==> src/sv/upm_pkg.sv <==
package upm_pkg;

    // Field widths fixed by the pixel formats.
    localparam int ChanW   = 16;
    localparam int ByteW   = 8;
    localparam int NumW    = 2 * ChanW;
    localparam int NumChan = 3;
    localparam int NumCell = ChanW;

    // Color lane order inside the divider data.
    localparam int LaneBlue  = 0;
    localparam int LaneGreen = 1;
    localparam int LaneRed   = 2;

    localparam logic [ChanW-1:0] Full16 = 16'hFFFF;
    localparam logic [23:0]      Half16 = 24'h007FFF;

    // Data that moves down the divider chain. Each work word holds the partial
    // remainder in its upper half and the shifting numerator/quotient in its
    // lower half.
    typedef struct packed {
        logic [ChanW-1:0]              alpha;
        logic [NumChan-1:0]            ovf;
        logic [NumChan-1:0][NumW-1:0]  work;
    } t_div_data;

    // Rounded scale of a 16-bit value to 8 bits: (v * 255 + 0x7FFF) / 0xFFFF.
    // The quotient by 0xFFFF is the top byte plus one correction step.
    function automatic logic [ByteW-1:0] scale_to8(input logic [ChanW-1:0] v);
        logic [23:0]      x;
        logic [ByteW-1:0] t;
        logic [ChanW:0]   rm;
        x  = ({v, 8'h00} - {8'h00, v}) + Half16;
        t  = x[23:16];
        rm = {1'b0, x[15:0]} + {9'h000, t};
        return (rm >= {1'b0, Full16}) ? t + 8'd1 : t;
    endfunction

    // Rounded numerator of the unpremultiply quotient: c * 0xFFFF + alpha / 2.
    function automatic logic [NumW-1:0] numer(input logic [ChanW-1:0] c,
                                              input logic [ChanW-1:0] a);
        return ({c, 16'h0000} - {16'h0000, c}) + {17'h00000, a[ChanW-1:1]};
    endfunction

endpackage

==> src/sv/upm_pack.sv <==
module upm_pack (
    input  logic                i_clk,
    input  logic                i_rst_n,
    input  logic                i_valid,
    output logic                o_ready,
    input  upm_pkg::t_div_data  i_data,
    output logic                o_valid,
    input  logic                i_ready,
    output logic [31:0]         o_argb_pixel
);

    logic        r_valid;
    logic [31:0] r_pixel;
    logic [31:0] n_pixel;
    logic [upm_pkg::ChanW-1:0] straight [upm_pkg::NumChan];
    logic [upm_pkg::ByteW-1:0] col8 [upm_pkg::NumChan];

    // Clamp each quotient, scale all four channels to bytes and pack them.
    // Zero alpha forces the color bytes to zero.
    always_comb begin
        for (int k = 0; k < upm_pkg::NumChan; k++) begin
            straight[k] = i_data.ovf[k] ? upm_pkg::Full16
                                        : i_data.work[k][upm_pkg::ChanW-1:0];
            col8[k] = (i_data.alpha == '0) ? '0 : upm_pkg::scale_to8(straight[k]);
        end
        n_pixel = {upm_pkg::scale_to8(i_data.alpha), col8[upm_pkg::LaneRed],
                   col8[upm_pkg::LaneGreen], col8[upm_pkg::LaneBlue]};
    end

    assign o_ready      = !r_valid || i_ready;
    assign o_valid      = r_valid;
    assign o_argb_pixel = r_pixel;

    always_ff @(posedge i_clk) begin
        if (!i_rst_n) begin
            r_valid <= 1'b0;
        end else if (o_ready) begin
            r_valid <= i_valid;
        end
    end

    always_ff @(posedge i_clk) begin
        if (o_ready && i_valid) begin
            r_pixel <= n_pixel;
        end
    end

endmodule

==> config.mk <==
export PLATFORM = sky130hd
export DESIGN_NAME = upm_pack
export DESIGN_NICKNAME = d
export VERILOG_FILES = /design/src/sv/upm_pkg.sv /design/src/sv/upm_pack.sv
export SDC_FILE = /design/constraint.sdc
export NUM_CORES = 1
export LEC_CHECK = 0
export BUFFER_PORTS_ARGS = -buffer_cell sky130_fd_sc_hd__buf_4
export CORE_MARGIN = 4
export CORE_UTILIZATION = 50
export DETAILED_ROUTE_END_ITERATION = 6
export HOLD_SLACK_MARGIN = 0.08
export PLACE_DENSITY = 0.78
export SLEW_MARGIN = 20
export SYNTH_ARGS = -nofsm -noshare
export SYNTH_HDL_FRONTEND = slang
export SYNTH_SLANG_ARGS = --single-unit
==> constraint.sdc <==
create_clock -name i_clk -period 10.1 [get_ports i_clk]
set_clock_uncertainty 0.1 [all_clocks]
set_input_delay 3.03 -clock i_clk [delete_from_list [all_inputs] [get_ports i_clk]]
set_output_delay 3.03 -clock i_clk [all_outputs]
set_load 0.02 [all_outputs]
==> summary.md <==
| Metric | Value |
|---|---|
| Leakage | between 3 and 4 nW |
| Setup Buffers After CTS | 0 |
| Core ar. | ~15000 um2 |
| Slew @ Worst Pin | 0.909 ns |
| Initial Util | 51.1% |
| Psw | 406 uW |
| Fin worst setup slack | about 1.1 ns |
| Highest clock rate | between 0.1 and 0.15 GHz |
| Post-synthesis mux area share | around 2.3% |
| Crit path required time | 10.02 ns |
| Area Growth Syn to Fin | 13.7% |
| Clock root cell | clkbuf_16 |
| DRC viols | 0 |
| Max incr delay on CP | approximately 0.72 ns |
| Rows | 44 |
| Setup CP Type | input port to register |
| GPL Wtd Cong | 0.903 |
| GRT Total Usage | roughly 22% |
| CTS max path bufs | 2 |
| GRT met1 Usage | between 20 and 30% |
| Post-Synthesis Cells | between 900 and 1000 |
| Top delay family on crit path | compound AO/OA/AOI/OAI gates |
| Final min period | between 8 and 9 ns |
| Setup TNS | 0 ns |
| CTS Buf Count | 5 |
| Post-CTS resize count | 0 |
| Commonest non-fill, non-tap cell in the layout | buf_4 |
| Xor-xnor portion of the synthesized cell area | 10.8% |
| Cell Area, Synth | about 7400 um2 |
| Final ANT Viol Nets | 0 |
| Post-Synth Simple-Gate Area | about a quarter |
| Total congestion overflow | 0 |
| Place WS | 0.897 ns |
| R2r setup slk | ~9 ns |
| Share of power burned in registers | between 10% and 20% |
| Layout cell share with drive strength beyond 1 | between 10 and 15% |
| Most used cell along the critical path | ha_1 |
| Worst-skew pair later-pin latency | 0.27 ns |
| Top-area cell type share of the netlist area | between 10% and 20% |
| CTS H-Tree Depth | 2 |
| Hold crit path type | register to register |
| Pre-antenna DRT Iters | 5 |
| Synth Area in Compound Gates | around a quarter |
| GR Layer Usage met2 | between 30% and 40% |
| Die Footprint | approximately 17000 um2 |
| Synth unique cells | 87 |
| Via count | between 7000 and 8000 |
| Drt initial violations | between 300 and 400 |
| Post-Synth Adder-Cell Area | between 15 and 20% |
| GRT busiest layer | met2 |
| CTS tree | built |
| Hold_buf cts | 0 |
| Reg clk slew, reported paths | 0.05 ns |
| Largest cells by area after synthesis | ha_1, edfxtp_1, xnor2_1, a21oi_1, nor2_1 |
| Register area share after synthesis | a little over an eighth |
| Commonest non-fill, non-tap cells in the layout | buf_4, ha_1, nor2_1, a21oi_1, nand2_1 |
| Pwr Total | ~930 uW |
| Status | finished clean |
| Setup violators final | 0 |
| Sw frac | ~44% |
| Relative slew slack | between 30% and 40% |
| Ports | between 150 and 200 |
| RSZ-0062 raised after global routing | no |
| Antenna diode instance count | 0 |
| Vias in the first global route | between 6000 and 7000 |
| Largest net degree at the start of global routing | 33 |
| Slew Viols, Final | 0 |
| Asr flop ratio synth | 0% |
| Synthesis-stage register bit count | 33 |
| CP endpoint kind | register |
| Total Routed Length | around 19000 um |
| Initial antenna violation count | 0 |
| Hold Fails Final Rpt | 0 |
| Most used DFF post-synth | edfxtp_1 |
| DP Wirelength | about 15000 um |
| Routed WL per cell | 15.1 um |
| Die Y-Extent | 130 um |
| Via density | between 5 and 6 |
| Crit path buffers/inverters | 2 |
| Final Cycle Share | between 80% and 90% |
| CP arrival | around 8.9 ns |
| Non-Filler Cell Area, Final | between 8000 and 9000 um2 |
| Met3 usage | under 10% |
| Net Count, Synth | 1200 |
| Die Wd | 130 um |
| Port Buffer Count | around 100 |
| DP Area | between 8000 and 9000 um2 |
| Largest family of logic cells by synthesized area | compound AO/OA/AOI/OAI gates |
| Number of synthesized flops with an enable pin | 32 |
| Max-cap violation count | 0 |
| First-pass GRT wire length | about 31000 um |
| Startpoint Class | input port |
| Combinational power share | ~65% |
| Sink Count | 33 |
| Top cell type by total area after synthesis | ha_1 |
| Crit path cell chain | buf_4 > or2_2 > ha_1 > ha_1 > fa_1 > a211o_1 > a211oi_1 > o21ai_0 > o311ai_0 > inv_1 > ha_1 > and2_1 > a311oi_1 > xnor2_1 > nand4_1 > or4b_1 > nand4_1 > a31oi_1 > a41o_1 |
| Clock power share | 15.7% |
| Max FO, Critical Path | 31 |
| Post-Syn Area per Cell | about 7.7 um2 |
| Internal Power | between 500 and 600 uW |
| Synthesis Warnings | 0 |
| Nets@finish | 1277 |
| P per Cell Area | 110 nW/um2 |
| CP max-delay cell | o311ai_0 |
| Peak VDD IR | 0.0602 mV |
-- cells in the mapped netlist (all sizes together), types with 4 or more instances --
master,number
a211oi,15
or2,14
nand2b,13
a311oi,4
a21boi,8
and3,11
a31oi,10
o21bai,14
edfxtp,32
nor4b,6
nand3,28
o32ai,7
mux2i,13
buf,6
xor2,41
a31o,6
or4,7
clkbuf,29
nor3,18
nor2,98
a21oi,76
nor2b,7
nor3b,12
o21ai,37
a2111oi,5
ha,104
or3,7
fa,8
and2,20
o211ai,8
nand4,17
and4,5
o21a,9
inv,72
xnor2,51
a21o,24
nand2,71
-- tightest hold or removal path, cell delays in order (launching register included) --
cell and delay (ns):
dfxtp_1 0.31, nand2b_1 0.10, a21boi_0 0.08
-- kinds of logic after synthesis --
| logic type | count (synthesis) |
|---|---|
| simple gates | 345 |
| compound gates | 262 |
| fa+ha+maj | 114 |
| buf+inv | 107 |
| xor+xnor | 92 |
| flops | 33 |
| mux | 16 |
-- registers in the layout (all words and copies together) (netlist names) --
name          flops
o_valid           1
o_argb_pixel     32
-- worst paths after layout --
kind / from / to / cells past startpoint
max reg2reg: o_valid$_SDFFE_PN0N_ / o_argb_pixel[22]$_SDFFCE_PN0P_ / 3
min reg2reg: o_valid$_SDFFE_PN0N_ / o_valid$_SDFFE_PN0N_ / 2
min: o_valid$_SDFFE_PN0N_ / o_valid$_SDFFE_PN0N_ / 2
max: i_data[98] / o_argb_pixel[22]$_SDFFCE_PN0P_ / 19
-- stage by stage --
step | std cells | util, % | hold slack [ns]
6_report | 1230 | 58.1 | 0.434
5_1_grt | 1230 | 58.1 | 0.477
4_1_cts | 1230 | 58.1 | 0.440
3_5_place_dp | 1223 | 57.2 | 0.429
3_3_place_gp | 1223 | 57.2 | 0.427
2_1_floorplan | 969 | - | 0.650
-- cell type report --
type	instances	area (um2)
Fill cell	1400	6080
Multi-Input combinational cell	829	6040
Sequential cell	33	981
Timing Repair Buffer	105	788
Inverter	72	270
Tap cell	184	230
Clock buffer	5	125
Clock inverter	2	11.3
-- power by group through the flow --
stage | logic (mW) | registers [mW] | clock network, mW
finish | 0.598 | 0.183 | 0.146
global route | 0.670 | 0.184 | 0.153
CTS | 0.595 | 0.183 | 0.148
detailed placement | 0.592 | 0.186 | 0
global placement | 0.579 | 0.186 | 0
floorplan | 0.423 | 0.206 | 0
-- layer usage --
| metal | vias to the layer above | routed length [um] |
|---|---|---|
| met5 | - | 0 |
| met4 | 0 | 326 |
| met2 | 180 | 9060 |
| met1 | 3334 | 8530 |
| met3 | 28 | 690 |
| li1 | 3688 | - |
No activity file was read; power rests on OpenSTA's default activity.
