### src/sv/upm_pkg.sv
package upm_pkg;

    // Field widths fixed by the pixel formats.
    localparam int ChanW   = 16;
    localparam int ByteW   = 8;
    localparam int NumW    = 2 * ChanW;
    localparam int NumChan = 3;
    localparam int NumCell = ChanW;

    // Color lane order inside the divider data.
    localparam int LaneBlue  = 0;
    localparam int LaneGreen = 1;
    localparam int LaneRed   = 2;

    localparam logic [ChanW-1:0] Full16 = 16'hFFFF;
    localparam logic [23:0]      Half16 = 24'h007FFF;

    // Data that moves down the divider chain. Each work word holds the partial
    // remainder in its upper half and the shifting numerator/quotient in its
    // lower half.
    typedef struct packed {
        logic [ChanW-1:0]              alpha;
        logic [NumChan-1:0]            ovf;
        logic [NumChan-1:0][NumW-1:0]  work;
    } t_div_data;

    // Rounded scale of a 16-bit value to 8 bits: (v * 255 + 0x7FFF) / 0xFFFF.
    // The quotient by 0xFFFF is the top byte plus one correction step.
    function automatic logic [ByteW-1:0] scale_to8(input logic [ChanW-1:0] v);
        logic [23:0]      x;
        logic [ByteW-1:0] t;
        logic [ChanW:0]   rm;
        x  = ({v, 8'h00} - {8'h00, v}) + Half16;
        t  = x[23:16];
        rm = {1'b0, x[15:0]} + {9'h000, t};
        return (rm >= {1'b0, Full16}) ? t + 8'd1 : t;
    endfunction

    // Rounded numerator of the unpremultiply quotient: c * 0xFFFF + alpha / 2.
    function automatic logic [NumW-1:0] numer(input logic [ChanW-1:0] c,
                                              input logic [ChanW-1:0] a);
        return ({c, 16'h0000} - {16'h0000, c}) + {17'h00000, a[ChanW-1:1]};
    endfunction

endpackage

### src/sv/upm_prep.sv
module upm_prep (
    input  logic                i_clk,
    input  logic                i_rst_n,
    input  logic                i_valid,
    output logic                o_ready,
    input  logic [15:0]         i_blue,
    input  logic [15:0]         i_green,
    input  logic [15:0]         i_red,
    input  logic [15:0]         i_alpha,
    output logic                o_valid,
    input  logic                i_ready,
    output upm_pkg::t_div_data  o_data
);

    logic               r_valid;
    upm_pkg::t_div_data r_data;
    upm_pkg::t_div_data n_data;
    logic [upm_pkg::NumChan-1:0][upm_pkg::ChanW-1:0] chan;

    assign chan[upm_pkg::LaneBlue]  = i_blue;
    assign chan[upm_pkg::LaneGreen] = i_green;
    assign chan[upm_pkg::LaneRed]   = i_red;

    // Build the numerators. A quotient above 0xFFFF shows as a top half that
    // already reaches alpha, so those lanes are flagged for clamping.
    always_comb begin
        n_data.alpha = i_alpha;
        for (int k = 0; k < upm_pkg::NumChan; k++) begin
            n_data.work[k] = upm_pkg::numer(chan[k], i_alpha);
            n_data.ovf[k]  = (n_data.work[k][upm_pkg::NumW-1:upm_pkg::ChanW] >= i_alpha);
        end
    end

    assign o_ready = !r_valid || i_ready;
    assign o_valid = r_valid;
    assign o_data  = r_data;

    always_ff @(posedge i_clk) begin
        if (!i_rst_n) begin
            r_valid <= 1'b0;
        end else if (o_ready) begin
            r_valid <= i_valid;
        end
    end

    always_ff @(posedge i_clk) begin
        if (o_ready && i_valid) begin
            r_data <= n_data;
        end
    end

endmodule

### config.mk
export PLATFORM = sky130hd
export DESIGN_NAME = upm_prep
export DESIGN_NICKNAME = d
export VERILOG_FILES = /design/src/sv/upm_pkg.sv /design/src/sv/upm_prep.sv
export SDC_FILE = /design/constraint.sdc
export NUM_CORES = 1
export LEC_CHECK = 0
export ABC_AREA = 1
export BUFFER_PORTS_ARGS = -buffer_cell sky130_fd_sc_hd__buf_2
export CAP_MARGIN = 20
export CORE_AREA = 8 8 134 199
export DETAILED_ROUTE_END_ITERATION = 7
export DIE_AREA = 0 0 142 207
export SYNTH_ARGS = -nofsm -noshare
export SYNTH_HDL_FRONTEND = slang
export SYNTH_SLANG_ARGS = --single-unit
### constraint.sdc
create_clock -name i_clk -period 9 [get_ports i_clk]
set_input_delay 1.8 -clock i_clk [delete_from_list [all_inputs] [get_ports i_clk]]
set_output_delay 1.8 -clock i_clk [all_outputs]
set_load 0.005 [all_outputs]
==> qor.txt, run 1 <==
status - finished, final reports clean
Post-CTS Setup Bufs - 0
initial antenna violation count - 3
synth warn - 0
Net Count, Synth - 1,431
Avg Cell Area, Syn - 7.40 µm²
ratio of cells with drive above 1 in the final layout - 18.5%
switch share - 33.1%
Via density - 4.99
Seq/Total Area, Yosys - 37.1%
final setup fails - 0
critical path class - input pin to register
PwrDens - 158 nW/µm²
Seq pwr share - 37.9%
Hold Fails Final Rpt - 0
crit-path leading delay family - simple AND/OR/NAND/NOR gates
first-pass GRT wire length - 50.6 mm
total power - 1.78 mW
fraction of registers with async set/reset - 0%
Remaining Overflow, GRT - 0
Hold Crit Class - register to register
total negative setup slack - 0 ns
clk slew on worst S/H paths - 0.06 ns
NumNets Final - 1,636
Max-cap violations - 0
post-layout util - 47.2%
largest net degree at the start of global routing - 61
Critical Path Sink Type - register
Combinational Power Share - 24.7%
most common cell after layout, fill and taps aside - nand2_1
Die ar. - 29,400 µm²
number of synthesized register bits - 116
Core Area - 23,900 µm²
Rows - 70
clock sink total - 116
Clk pwr share - 37.4%
Leak - 5.73 nW
Final Max Tran Viols - 0
commonest cells after routing, fill and taps aside - nand2_1 (432), inv_1 (213), buf_2 (184)
worst-case vdd ir drop - 0.124 mV
Vias - 9,036
sw power - 0.590 mW
startpoint types - input pin
Internal - 1.19 mW
die height - 207 µm
slew margin rel. - 46.0%
Final GP Congestion - 0.981
synthesized cell area - 9370 µm²
CP Data Required Time - 9.30 ns
Final Cycle Share - 50.3%
num ports - 185
Starting DRT DRC Count - 553
Post-synth EDFFs - 115
Max clock buf depth - 2
die width - 142 µm
Initial DRT Pass Iterations - 6
synthesis-to-layout area growth - 20.5%
Critical Path AT - 4.83 ns
Mapped Cells - 1,267
post-route ant nets - 0
wire per inst - 19.0 µm
highest clock rate - 0.221 GHz
cells along the critical path - buf_2 > inv_1 > ha_1 > fa_1 > nor2_2 > nor2_4 > inv_1 > nand2_1 > nand3_2 > nand2_1 > nand3_1 > nand2_1 > ha_1 > nand2_1 > nor4_1 > nand3_1 > nand3_1
Resized Gates After CTS - 0
Netlist cell types - 33
Final min period - 4.53 ns
worst skew pair latency - 0.45 ns
RSZ-0062 raised after global routing - no
CTS buffer count - 17
Crit path top cell by count - nand2_1
Post-Route WL - 34.4 mm
vias in the first global route - 8,841
Initial Utilization - 39.2%
PortBufs - 184
Slew @ Worst Pin - 0.810 ns
Setup Skew - 0.0145 ns
hold buffers post-CTS - 0
CTS H-tree lvls - 4
total track usage - 23.3%
DRC viols - 0
Crit path largest cell delay - 0.62 ns
DPL Wire Length - 28.2 mm
Post-synth top flop - edfxtp_1
slowest CP cell - nor4_1
CTS root buffer - clkbuf_16
CTS tree - yes
WP buf/inv - 3
Crit Path Max Fanout - 6
layout make-up:
cell class,instances,area (µm²)
clock buffer,17,425
multi-input combinational,932,5090
tap,324,405
timing repair buffer,186,936
sequential,116,3470
clock inverter,15,134
inverter,219,822
antenna,3,7.51
fill,2485,12600
metal layers:
metal	global-route usage, %	part of all wire (%)
met5	0	0
met4	12.5	4.7
met3	4.12	5.0
met2	42.8	52
met1	24.4	38
worst reg2reg max path: cells and delay by family (launching register included):
family | cells | cell delay (ns)
flip-flops | 1 | 0.34
buffers and inverters | 2 | 1.36
AO/OA/AOI/OAI | 1 | 0.14
power by group through the flow:
stage	Sequential, mW	Combinational, mW	Clock (mW)
final	0.675	0.440	0.667
after global routing	0.680	0.491	0.694
after CTS	0.676	0.443	0.678
after detailed placement	0.687	0.440	0
after global placement	0.686	0.440	0
after floorplan	0.699	0.252	0
Yosys cell counts, types with 2 or more instances:
cell      number  area, µm²
a21boi_0       2       15.0
a21oi_1       61        305
edfxtp_1     115       3450
fa_1           3       60.1
ha_1          93       1160
inv_1        213        800
inv_2          6       22.5
nand2_1      432       1620
nand2_2       26        163
nand3_1       80        400
nand3_2        3       30.0
nand4_1       15       93.8
nor2_1       106        398
nor2_2        10       62.6
nor2_4         4       45.0
nor3_1        15       75.1
nor3_2         4       40.0
nor4_1         2       12.5
o211ai_1       3       22.5
o21a_1         2       15.0
o21ai_0       12       60.1
o21ai_1        3       15.0
o21bai_1       4       30.0
or2_1          4       25.0
xnor2_1        8       70.1
xor2_1        34        298
stage by stage:
| stage | cells | setup WS [ns] | hold slack (ns) | instance area [µm²] |
|---|---|---|---|---|
| floorplan | 1267 | 0.993 | 0.523 | 9370 |
| global placement | 1777 | 4.10 | 0.534 | 10700 |
| detailed placement | 1777 | 4.03 | 0.547 | 10700 |
| CTS | 1809 | 4.49 | 0.554 | 11300 |
| global route | 1811 | 4.33 | 0.604 | 11300 |
| finish | 1812 | 4.47 | 0.546 | 11300 |
registers in the layout, summed over array words and instances (netlist names):
register,cells
o_valid,1
o_data,115
cells by family after synthesis:
family                   count (synthesis)  share of synthesized area (%)
flip-flops                             116                           37.1
AO/OA/AOI/OAI                           91                           5.42
buffers and inverters                  219                           8.77
XOR/XNOR                                42                           3.92
AND/OR/NAND/NOR                        703                           31.8
adder cells (fa/ha/maj)                 96                           13.1
path summary, 6_finish.rpt:
check,start,end,slack [ns],depth (start not counted)
hold / removal,o_valid$_SDFFE_PN0N_,o_valid$_SDFFE_PN0N_,0.55,2
setup reg to reg,o_valid$_SDFFE_PN0N_,o_data[7]$_DFFE_PP_,6.77,3
hold reg to reg,o_valid$_SDFFE_PN0N_,o_valid$_SDFFE_PN0N_,0.55,2
setup / recovery,i_alpha[1],o_data[98]$_DFFE_PP_,4.47,17
Note: power is estimated with default switching activity, not from simulation.
==> inputs of run 2 (changes only) <==
clock period = 3.7 ns   (was 9 ns; I/O delays follow)
==> run 2 against run 1 <==
Die area is the same. Clock-buffer cell count is 1 higher. Combinational power grew to 2.5 times the previous value. Cell count rose by 1.5%. Clock skew shrank 0.0028 ns. Worst setup slack lost 4.0 ns. Final area is 2.5% higher. Worst hold slack got worse by 0.037 ns. Register-to-register slack worse by 4.7 ns. Power grew 150%. Global-route usage rose by 0.36 points.
==> qor.txt, run 2 (synthesis gave the netlist of run 1 again) <==
Largest register FFs - 115 (unchanged)
Core Area - 23,900 µm² (unchanged)
cells along the critical path - buf_2 > inv_1 > ha_1 > inv_1 > fa_1 > nand2_1 > nand2_1 > nand3_1 > nand2_1 > nand2_1 > nand2_1 > nand2_1 > nand2_1 > nand2_1 > nand2_1 > ha_1 > nand2_1 > o21ai_0 > nand2_1 > o211ai_1 > nand2_1 > nand3_1
vias in the first global route - 9,199 (+4.0%)
Combinational Power Share - 24.7% (about the same)
Final min period - 3.26 ns
CP Data Required Time - 4.00 ns (-5.30 ns)
startpoint types - input pin
Initial DRT Pass Iterations - 5 (-1)
Remaining Overflow, GRT - 0 (unchanged)
Vias - 9,016 (-0.22%)
worst-case vdd ir drop - 0.343 mV (+180%)
Final GP Congestion - 0.964 (-1.7%)
Crit path largest cell delay - 0.40 ns (-0.22 ns)
initial antenna violation count - 2 (-1)
WP buf/inv - 3 (unchanged)
Die ar. - 29,400 µm² (unchanged)
Post-Route WL - 34.5 mm (+0.24%)
wire per inst - 18.8 µm (-1.3%)
largest net degree at the start of global routing - 37 (-39%)
Final Max Tran Viols - 0 (unchanged)
Via density - 4.90 (-1.7%)
RSZ-0062 raised after global routing - no
die width - 142 µm (unchanged)
total track usage - 23.7% (+0.36 points)
Max clock buf depth - 2 (unchanged)
Hold Fails Final Rpt - 0 (unchanged)
CTS buffer count - 17 (unchanged)
clock sink total - 116 (unchanged)
DRC viols - 0 (unchanged)
CTS root buffer - clkbuf_16
total power - 4.45 mW (+150%)
ratio of cells with drive above 1 in the final layout - 19.9% (+1.4 points)
fin worst setup slack - 0.437 ns (-4.04 ns)
switch share - 31.4% (-1.7 points)
Critical Path Sink Type - register
Hold Crit Class - input pin to register
Final Cycle Share - 88.2%
post-layout util - 48.4% (+1.2 points)
commonest cells after routing, fill and taps aside - nand2_1 (432), inv_1 (213), buf_2 (184)
DPL Wire Length - 28.7 mm (+1.7%)
die height - 207 µm (unchanged)
Crit path top cell by count - nand2_1
post-route ant nets - 0 (unchanged)
crit-path leading delay family - simple AND/OR/NAND/NOR gates
hold buffers post-CTS - 0 (unchanged)
PwrDens - 385 nW/µm² (+140%)
Leak - 5.89 nW (+2.9%)
Resized Gates After CTS - 0 (unchanged)
synthesis-to-layout area growth - 23.5%
Rows - 70 (unchanged)
Internal - 3.05 mW (+160%)
worst skew pair latency - 0.44 ns (about the same)
final setup fails - 0 (unchanged)
highest clock rate - 0.306 GHz
slew margin rel. - 49.7% (+3.7 points)
clk slew on worst S/H paths - 0.06 ns (about the same)
Max-cap violations - 0 (unchanged)
PortBufs - 184 (unchanged)
total negative setup slack - 0 ns (unchanged)
Crit Path Max Fanout - 6 (unchanged)
Starting DRT DRC Count - 523 (-5.4%)
first-pass GRT wire length - 51.3 mm (+1.3%)
Post-CTS Setup Bufs - 0 (unchanged)
slowest CP cell - fa_1
Clk pwr share - 38.4% (+1.0 points)
Slew @ Worst Pin - 0.753 ns (-0.0569 ns)
CTS H-tree lvls - 4 (unchanged)
pre-CTS setup slack - -0.0288 ns (-4.06 ns)
CTS tree - yes
Setup Skew - 0.0117 ns (-0.00278 ns)
NumNets Final - 1,664 (+1.7%)
critical path class - input pin to register
num ports - 185 (unchanged)
Initial Utilization - 39.2% (unchanged)
Critical Path AT - 3.56 ns (-1.27 ns)
sw power - 1.40 mW (+140%)
Seq pwr share - 36.9% (-1.0 points)
status - finished, final reports clean
most common cell after layout, fill and taps aside - nand2_1
## run 2: changes by cell type in the layout (fill, tap and decap cells not counted), sizes merged
cell / previous run / this run
clkbuf: 17 / 18
bufinv: 1 / 3
inv: 222 / 220
buf: 186 / 214
clkinvlp: 5 / 4
## run 2: final timing paths
check / slack, ns / cells past startpoint / to / from
max: 0.44 / 22 / o_data[97]$_DFFE_PP_ / i_alpha[1]
min reg2reg: 0.54 / 2 / o_valid$_SDFFE_PN0N_ / o_valid$_SDFFE_PN0N_
min: 0.51 / 1 / o_data[100]$_DFFE_PP_ / i_alpha[1]
max reg2reg: 2.10 / 2 / o_data[2]$_DFFE_PP_ / o_valid$_SDFFE_PN0N_
## run 2: layout make-up
cell class                      instances  area (µm²)
Fill cell                            2478       12300
Multi-Input combinational cell        932        5090
Sequential cell                       116        3470
Timing Repair Buffer                  214        1180
Inverter                              219         822
Clock buffer                           18         429
Tap cell                              324         405
Clock inverter                         14         161
Antenna cell                            3        7.51
## run 2: power by group through the flow
stage,combinational [mW],clock [mW],sequential [mW]
after CTS,1.11,1.74,1.65
after detailed placement,1.10,0,1.67
final,1.10,1.71,1.64
after global placement,1.10,0,1.67
after floorplan,0.613,0,1.69
after global routing,1.22,1.79,1.66
## run 2: layer usage
metal,up-vias,part of all wire (%),GRT usage (%)
met1,4090,38,24.3
met3,100,4.5,4.35
met2,275,52,43.5
li1,4551,-,-
met5,-,0,0
met4,0,5.7,13.7
## run 2: through the flow
step	hold WS (ns)	std cells	area (µm²)
finish	0.508	1840	11600
global route	0.498	1839	11600
CTS	0.489	1837	11600
detailed placement	0.540	1805	11000
global placement	0.528	1805	11000
floorplan	0.558	1267	9390
