`src/sv/upm_pkg.sv`:
```
package upm_pkg;

    // Field widths fixed by the pixel formats.
    localparam int ChanW   = 16;
    localparam int ByteW   = 8;
    localparam int NumW    = 2 * ChanW;
    localparam int NumChan = 3;
    localparam int NumCell = ChanW;

    // Color lane order inside the divider data.
    localparam int LaneBlue  = 0;
    localparam int LaneGreen = 1;
    localparam int LaneRed   = 2;

    localparam logic [ChanW-1:0] Full16 = 16'hFFFF;
    localparam logic [23:0]      Half16 = 24'h007FFF;

    // Data that moves down the divider chain. Each work word holds the partial
    // remainder in its upper half and the shifting numerator/quotient in its
    // lower half.
    typedef struct packed {
        logic [ChanW-1:0]              alpha;
        logic [NumChan-1:0]            ovf;
        logic [NumChan-1:0][NumW-1:0]  work;
    } t_div_data;

    // Rounded scale of a 16-bit value to 8 bits: (v * 255 + 0x7FFF) / 0xFFFF.
    // The quotient by 0xFFFF is the top byte plus one correction step.
    function automatic logic [ByteW-1:0] scale_to8(input logic [ChanW-1:0] v);
        logic [23:0]      x;
        logic [ByteW-1:0] t;
        logic [ChanW:0]   rm;
        x  = ({v, 8'h00} - {8'h00, v}) + Half16;
        t  = x[23:16];
        rm = {1'b0, x[15:0]} + {9'h000, t};
        return (rm >= {1'b0, Full16}) ? t + 8'd1 : t;
    endfunction

    // Rounded numerator of the unpremultiply quotient: c * 0xFFFF + alpha / 2.
    function automatic logic [NumW-1:0] numer(input logic [ChanW-1:0] c,
                                              input logic [ChanW-1:0] a);
        return ({c, 16'h0000} - {16'h0000, c}) + {17'h00000, a[ChanW-1:1]};
    endfunction

endpackage

```
`src/sv/upm_cell.sv`:
```
module upm_cell (
    input  logic                i_clk,
    input  logic                i_rst_n,
    input  logic                i_valid,
    output logic                o_ready,
    input  upm_pkg::t_div_data  i_data,
    output logic                o_valid,
    input  logic                i_ready,
    output upm_pkg::t_div_data  o_data
);

    logic               r_valid;
    upm_pkg::t_div_data r_data;
    upm_pkg::t_div_data n_data;
    logic [upm_pkg::ChanW:0] trial [upm_pkg::NumChan];
    logic [upm_pkg::NumChan-1:0] take;

    // One restoring division step per lane: bring down the next numerator bit,
    // subtract alpha when it fits, and shift the quotient bit in at the bottom.
    always_comb begin
        n_data = i_data;
        for (int k = 0; k < upm_pkg::NumChan; k++) begin
            trial[k] = i_data.work[k][upm_pkg::NumW-1:upm_pkg::ChanW-1];
            take[k]  = (trial[k] >= {1'b0, i_data.alpha});
            if (take[k]) begin
                trial[k] = trial[k] - {1'b0, i_data.alpha};
            end
            n_data.work[k] = {trial[k][upm_pkg::ChanW-1:0],
                              i_data.work[k][upm_pkg::ChanW-2:0], take[k]};
        end
    end

    assign o_ready = !r_valid || i_ready;
    assign o_valid = r_valid;
    assign o_data  = r_data;

    always_ff @(posedge i_clk) begin
        if (!i_rst_n) begin
            r_valid <= 1'b0;
        end else if (o_ready) begin
            r_valid <= i_valid;
        end
    end

    always_ff @(posedge i_clk) begin
        if (o_ready && i_valid) begin
            r_data <= n_data;
        end
    end

endmodule

```
`config.mk`:
```
export PLATFORM = sky130hd
export DESIGN_NAME = upm_cell
export DESIGN_NICKNAME = d
export VERILOG_FILES = /design/src/sv/upm_pkg.sv /design/src/sv/upm_cell.sv
export SDC_FILE = /design/constraint.sdc
export NUM_CORES = 1
export LEC_CHECK = 0
export BUFFER_PORTS_ARGS = -buffer_cell sky130_fd_sc_hd__buf_2
export CAP_MARGIN = 20
export CORE_MARGIN = 3
export CORE_UTILIZATION = 46
export CTS_CLUSTER_SIZE = 12
export DETAILED_ROUTE_END_ITERATION = 8
export PLACE_DENSITY = 0.77
export SLEW_MARGIN = 20
export SYNTH_ARGS = -nofsm -noshare
export SYNTH_HDL_FRONTEND = slang
export SYNTH_SLANG_ARGS = --single-unit
```
`constraint.sdc`:
```
create_clock -name i_clk -period 3.45 [get_ports i_clk]
set_input_delay 0.345 -clock i_clk [delete_from_list [all_inputs] [get_ports i_clk]]
set_output_delay 0.345 -clock i_clk [all_outputs]
set_load 0.05 [all_outputs]
```
==> impl_metrics.toml, run 1 <==
[timing]
setup_violations = 0
hold_violations = 0
grt_setup_unrepaired = "false"
skew_ns = 0.0183
worstMarginPinSlew_ns = 0.679
fin_setup_tns_ns = 0
maxClockFrequency_ghz = 0.382
worst_slack_ns = 0.832
post-route-min-period_ns = 2.62
drv_slew = 0
relSlewSlack_pct = 54.4
period_share_pct = 75.9

[cts]
cts.sinks = 116
cts_buffers = 17
clk_pin_slew_ns = 0.06
cts_htree_levels = 4
cts.root.buffer_cell = "clkbuf_16"
clk_path_buf_depth = 2
cts_hold_buffers = 0
clock_latency_ns = 0.42
post_cts_buffers = 0
cts_resized = 0
cts_tree = "done"

[die]
die_h_um = 127
chipWidth_um = 127
io_pins = 236
coreArea_um2 = 14100
die_area_um2 = 16100
row_count = 43
initial_core_util_pct = 47.7

[synthesis]
synth.distinct_cells = 66
synthSimpleGateAreaFrac_pct = 10.8
syn-num-nets = 725
synth-compound-area-share_pct = 13.3
avgSynthCellArea_um2 = 12.1
ys_seq_elements = 116
synth_xor_area_share_pct = 3.26
yosys_most_used_dff = "edfxtp_1"
synthesis.area_um2 = 6730
synth_top_family_by_area = "compound AO/OA/AOI/OAI gates"
synth_mux_area_share_pct = 8.28
synthArstFlopShare_pct = 0
synthCells = 555
synth_fa_ha_area_share_pct = 9.82
synth-edff-count = 115
yosysSeqAreaShare_pct = 51.6
yosys_warnings = 0

[cells_and_area]
drive_gt1_share_pct = 39.2
final_common_cell = "buf_2"
n_antenna_cell = 0
area_growth_pct = 28.9
final_core_util_pct = 61.5
final_cell_mix = "235 x buf_2, 115 x edfxtp_1, 48 x ha_1"
fillers = 1226
fin_cells = 996
nets = 973

[power]
power_mw = 4.76
leakagePower_nw = 3.84
power.density_nw_per_um2 = 549
ir_worst_vdd_v = 0.000384

[critical_path]
required_ns = 3.73
start_kind = "input pin"
slowest_stage = "o31ai_1"
endpoint_kind = "flip-flop"
cp.arrival_ns = 2.90
crit_chain = "buf_2, inv_1, ha_1, nor2b_1, o31a_1, o31ai_1, mux2_2, a2111oi_0, mux2_2"
path_class = "in -> reg"
slowest_delay_ns = 0.57
path_max_fanout = 5
crit_buf_inv = 2
critical-path-top-delay-family = "compound AO/OA/AOI/OAI gates"
worst_path_most_repeated_cell = "mux2_2"

[grt]
grt_pass1_wl_um = 26500
grt_util_all_layers_pct = 21.2
antenna_found_initial = 1
grt_pass1_vias = 4980
grt-ovfl-total = 0
grt_max_degree = 54

[placed_design]
dp.cells = 964
globalplace.congestion = 0.895
post-place-ws_ns = 0.511
post-dp-hpwl_um = 13700
io_buffer_count = 235

[route]
wl_per_cell_um = 17.5
ant_nets = 0
drc = 0
drtPass1Iterations = 4
via_count = 5387
wl_um = 17400
viasPerCell = 5.41
drt_first_iter_violations = 248

[status]
status = "finished, final reports clean"

[hold_path]
hp-class = "in -> reg"

[flow_run]
maxCapViolCount = 0
synth_stat cells (3+ instances only):
master	count	share of area, %
a2111oi_0	5	0.65
a211o_1	3	0.39
a211oi_1	8	0.89
a21boi_0	5	0.56
a21o_1	9	1.0
a21oi_1	30	2.2
a31oi_1	7	0.65
and2_1	3	0.28
and3_1	3	0.28
buf_2	4	0.30
edfxtp_1	115	51
fa_1	3	0.89
ha_1	48	8.9
inv_1	34	1.9
mux2_2	32	5.4
mux2_4	5	1.1
mux2i_1	11	1.6
nand2_1	24	1.3
nand2b_1	7	0.65
nand3_1	8	0.60
nand4_1	7	0.65
nor2_1	32	1.8
nor2b_1	13	1.2
nor3_1	19	1.4
nor4_1	7	0.65
o211ai_1	4	0.45
o21a_1	7	0.78
o21ai_0	15	1.1
o21bai_1	6	0.67
o31a_1	3	0.39
o31ai_1	6	0.67
or3_1	5	0.47
xnor2_1	14	1.8
xor2_1	11	1.4
final cells by class:
type	instances	area, µm²	share of cell area, %
clock buffers	17	425	4.91
repair buffers	240	1230	14.1
multi-input cells	394	3060	35.3
flip-flops and latches	116	3470	40.1
well taps	180	225	2.60
clock inverters	15	131	1.52
inverters	34	128	1.47
flip-flops by register name, indices dropped and copies added (netlist names):
name	flops
o_valid	1
o_data	115
per-stage QoR:
stage          hold slack (ns)  cell area, µm²
2_1_floorplan            0.444            6730
3_3_place_gp             0.521            8110
3_5_place_dp             0.521            8110
4_1_cts                 0.0866            8670
5_1_grt                 0.0810            8670
6_report                 0.101            8670
cells by family after synthesis:
group                      count (synthesis)
muxes                                     49
DFF                                      116
and+or+nand+nor                          140
buffers and inverters                     45
adders and majority gates                 51
AOI/OAI and AO/OA                        129
xor gates and xnor gates                  25
path summary, 6_finish.rpt:
kind                                    to  slack (ns)  cells after the start   startpoint
worst max-delay path            o_data[28]        0.83                      9  i_data[101]
worst min-delay path            o_data[47]        0.10                      1   i_data[46]
worst max register to register  o_data[54]        1.59                      3      o_valid
worst min register to register     o_valid        0.53                      2      o_valid
power breakdown:
group | leakage [nW] | total (mW) | switching (mW) | internal [mW]
logic | 2.46 | 1.36 | 0.905 | 0.451
registers | 1.12 | 1.75 | 0.0301 | 1.72
clock network | 0.266 | 1.65 | 0.659 | 0.993
total | 3.84 | 4.76 | 1.59 | 3.17
routing by layer:
| metal | GRT usage, % | vias to the layer above | wire, µm | part of all wire, % |
|---|---|---|---|---|
| li1 | - | 2639 | - | - |
| met1 | 27.1 | 2516 | 7400 | 43 |
| met2 | 34.7 | 210 | 8420 | 48 |
| met3 | 5.77 | 20 | 1230 | 7.1 |
| met4 | 7.82 | 2 | 310 | 1.8 |
| met5 | 0 | - | 13 | 0.075 |
No activity file was read; power rests on OpenSTA's default activity.
==> run 2, diff against run 1 <==
--- a/config.mk
+++ b/config.mk
@@ -5,13 +5,14 @@
 export SDC_FILE = /design/constraint.sdc
 export NUM_CORES = 1
 export LEC_CHECK = 0
+export ABC_AREA = 1
 export BUFFER_PORTS_ARGS = -buffer_cell sky130_fd_sc_hd__buf_2
 export CAP_MARGIN = 20
 export CORE_MARGIN = 3
-export CORE_UTILIZATION = 46
+export CORE_UTILIZATION = 50
 export CTS_CLUSTER_SIZE = 12
 export DETAILED_ROUTE_END_ITERATION = 8
-export PLACE_DENSITY = 0.77
+export PLACE_DENSITY = 0.78
 export SLEW_MARGIN = 20
 export SYNTH_ARGS = -nofsm -noshare
 export SYNTH_HDL_FRONTEND = slang
==> constraint.sdc (replaced) <==
create_clock -name i_clk -period 2.5 [get_ports i_clk]
set_input_delay 0.25 -clock i_clk [delete_from_list [all_inputs] [get_ports i_clk]]
set_output_delay 0.25 -clock i_clk [all_outputs]
set_load 0.05 [all_outputs]
==> impl_metrics.toml, run 2 <==
[status]
status = "finished, final reports clean"

[grt]
grt_util_all_layers_pct = 25.9
grt_max_degree = 60
antenna_found_initial = 0
grt_pass1_wl_um = 32900
grt_pass1_vias = 6407
grt-ovfl-total = 0

[power]
ir_worst_vdd_v = 0.000416
power_mw = 6.76
leakagePower_nw = 5.18
power.density_nw_per_um2 = 693

[synthesis]
synthTopCellsByArea = "edfxtp_1 46%, nand2_1 18%, ha_1 8.0%, inv_1 7.6%, nand3_1 4.4%"
yosysMostFrequentCell = "nand2_1"
netlist_top_cells_count = "353 x nand2_1, 152 x inv_1, 115 x edfxtp_1, 66 x nand3_1, 48 x ha_1"
synthCells = 916
yosys_most_used_dff = "edfxtp_1"
synth.distinct_cells = 34
syn-num-nets = 1086
synth_top_area_cell = "edfxtp_1"
synthesis.area_um2 = 7540
avgSynthCellArea_um2 = 8.23
yosys_warnings = 0
synth_top_area_share_pct = 45.8
ys_seq_elements = 116
synth-edff-count = 115
synthArstFlopShare_pct = 0
yosysSeqAreaShare_pct = 46.1

[die]
initial_core_util_pct = 51.5
row_count = 44
chipWidth_um = 129
die_h_um = 129
die_area_um2 = 16600
io_pins = 236
coreArea_um2 = 14600

[timing]
relSlewSlack_pct = 69.6
post-route-min-period_ns = 1.89
whs_ns = 0.00566
worstMarginPinSlew_ns = 0.455
drv_slew = 0
grt_setup_unrepaired = "false"
skew_ns = 0.00543
period_share_pct = 75.7
maxClockFrequency_ghz = 0.528
setup_violations = 0
hold_violations = 0

[cts]
clock_latency_ns = 0.42
clk_path_buf_depth = 2
clk_pin_slew_ns = 0.06
cts.sinks = 116
post_cts_buffers = 0
cts.root.buffer_cell = "clkbuf_16"
cts_htree_levels = 4
cts_buffers = 17
cts_tree = "done"

[critical_path]
critical-path-top-delay-family = "simple AND/OR/NAND/NOR gates"
slowest_stage = "ha_1"
endpoint_kind = "flip-flop"
start_kind = "input pin"
cp.arrival_ns = 2.06
required_ns = 2.67
crit_chain = "buf_2, inv_1, ha_1, a21oi_1, nor2_1, nor2_1, nand2_1, nor2_2, nand2_2, buf_12, nand2_1, nand2_1"
path_max_fanout = 14
path_class = "in -> reg"
worst_path_most_repeated_cell = "nand2_1"
r2r_start = "o_valid"
r2r_slack_ns = 1.04
crit_buf_inv = 3
slowest_delay_ns = 0.34
crit_start = "i_data[113]"

[route]
drt_first_iter_violations = 377
drtPass1Iterations = 5
wl_per_cell_um = 15.6
viasPerCell = 4.94
wl_um = 21600
ant_nets = 0
via_count = 6845
drc = 0

[placed_design]
globalplace.congestion = 0.963
postPlaceCellArea_um2 = 8940
io_buffer_count = 235
post-dp-hpwl_um = 16900

[cells_and_area]
n_antenna_cell = 0
final_common_cell = "nand2_1"
area_growth_pct = 29.3
design_area_um2 = 9750
nets = 1358
drive_gt1_share_pct = 27.1
largest_reg_flops = 115
final_cell_mix = "353 x nand2_1, 235 x buf_2, 152 x inv_1"

[flow_run]
maxCapViolCount = 0

[hold_path]
min_from = "i_data[3]"
hp-class = "in -> reg"
## run 2: what timing repair did
| action | 4_1_cts | 5_1_grt |
|---|---|---|
| hold endpoints to repair | 22 | 0 |
| gates resized for setup | 0 | 0 |
| hold buffers | 22 | 0 |
## run 2: per-layer routing
layer | global-route usage [%] | share of wire (%) | wire [µm]
met1 | 32.8 | 42 | 9090
met2 | 44.3 | 48 | 10300
met3 | 4.61 | 7.3 | 1570
met4 | 10.0 | 2.8 | 603
met5 | 0 | 0 | 0
## run 2: area by class of cell
cell class / instances / area [µm²]
Clock buffer: 17 / 425
Timing Repair Buffer: 263 / 1480
Multi-Input combinational cell: 631 / 3380
Clock inverter: 15 / 161
Sequential cell: 116 / 3480
Inverter: 159 / 597
Fill cell: 1231 / 4890
Tap cell: 184 / 230
## run 2: kinds of logic after synthesis
group           Yosys count  share of synthesized area, %
compound gates           35                          2.61
xor+xnor                 18                          2.09
fa+ha+maj                51                          8.76
buf+inv                 169                          9.24
flops                   116                          46.1
simple gates            527                          31.2
## run 2: path summary, 6_finish.rpt
path,cells after the start,to
setup / recovery,12,o_data[85]
hold / removal,1,o_data[4]
setup reg to reg,2,o_data[64]
hold reg to reg,2,o_valid
## run 2: worst register-to-register path, delay by kind of cell (launching register included)
family          cells  cell delay (ns)
flops               1             0.35
compound gates      1             0.39
buf+inv             1             0.34
## run 2: through the flow
stage	utilization [%]	cells	setup WS [ns]	setup TNS (ns)
5_1_grt	66.6	1385	0.457	0
2_1_floorplan	-	916	-0.291	-33.46
3_5_place_dp	61.1	1331	0.194	0
4_1_cts	66.6	1385	0.631	0
3_3_place_gp	61.1	1331	0.193	0
6_report	66.6	1385	0.607	0
## run 2: where the power goes
group	internal, mW	total, mW	switching (mW)
registers	2.36	2.40	0.0406
logic	0.550	1.93	1.38
clock network	1.42	2.43	1.01
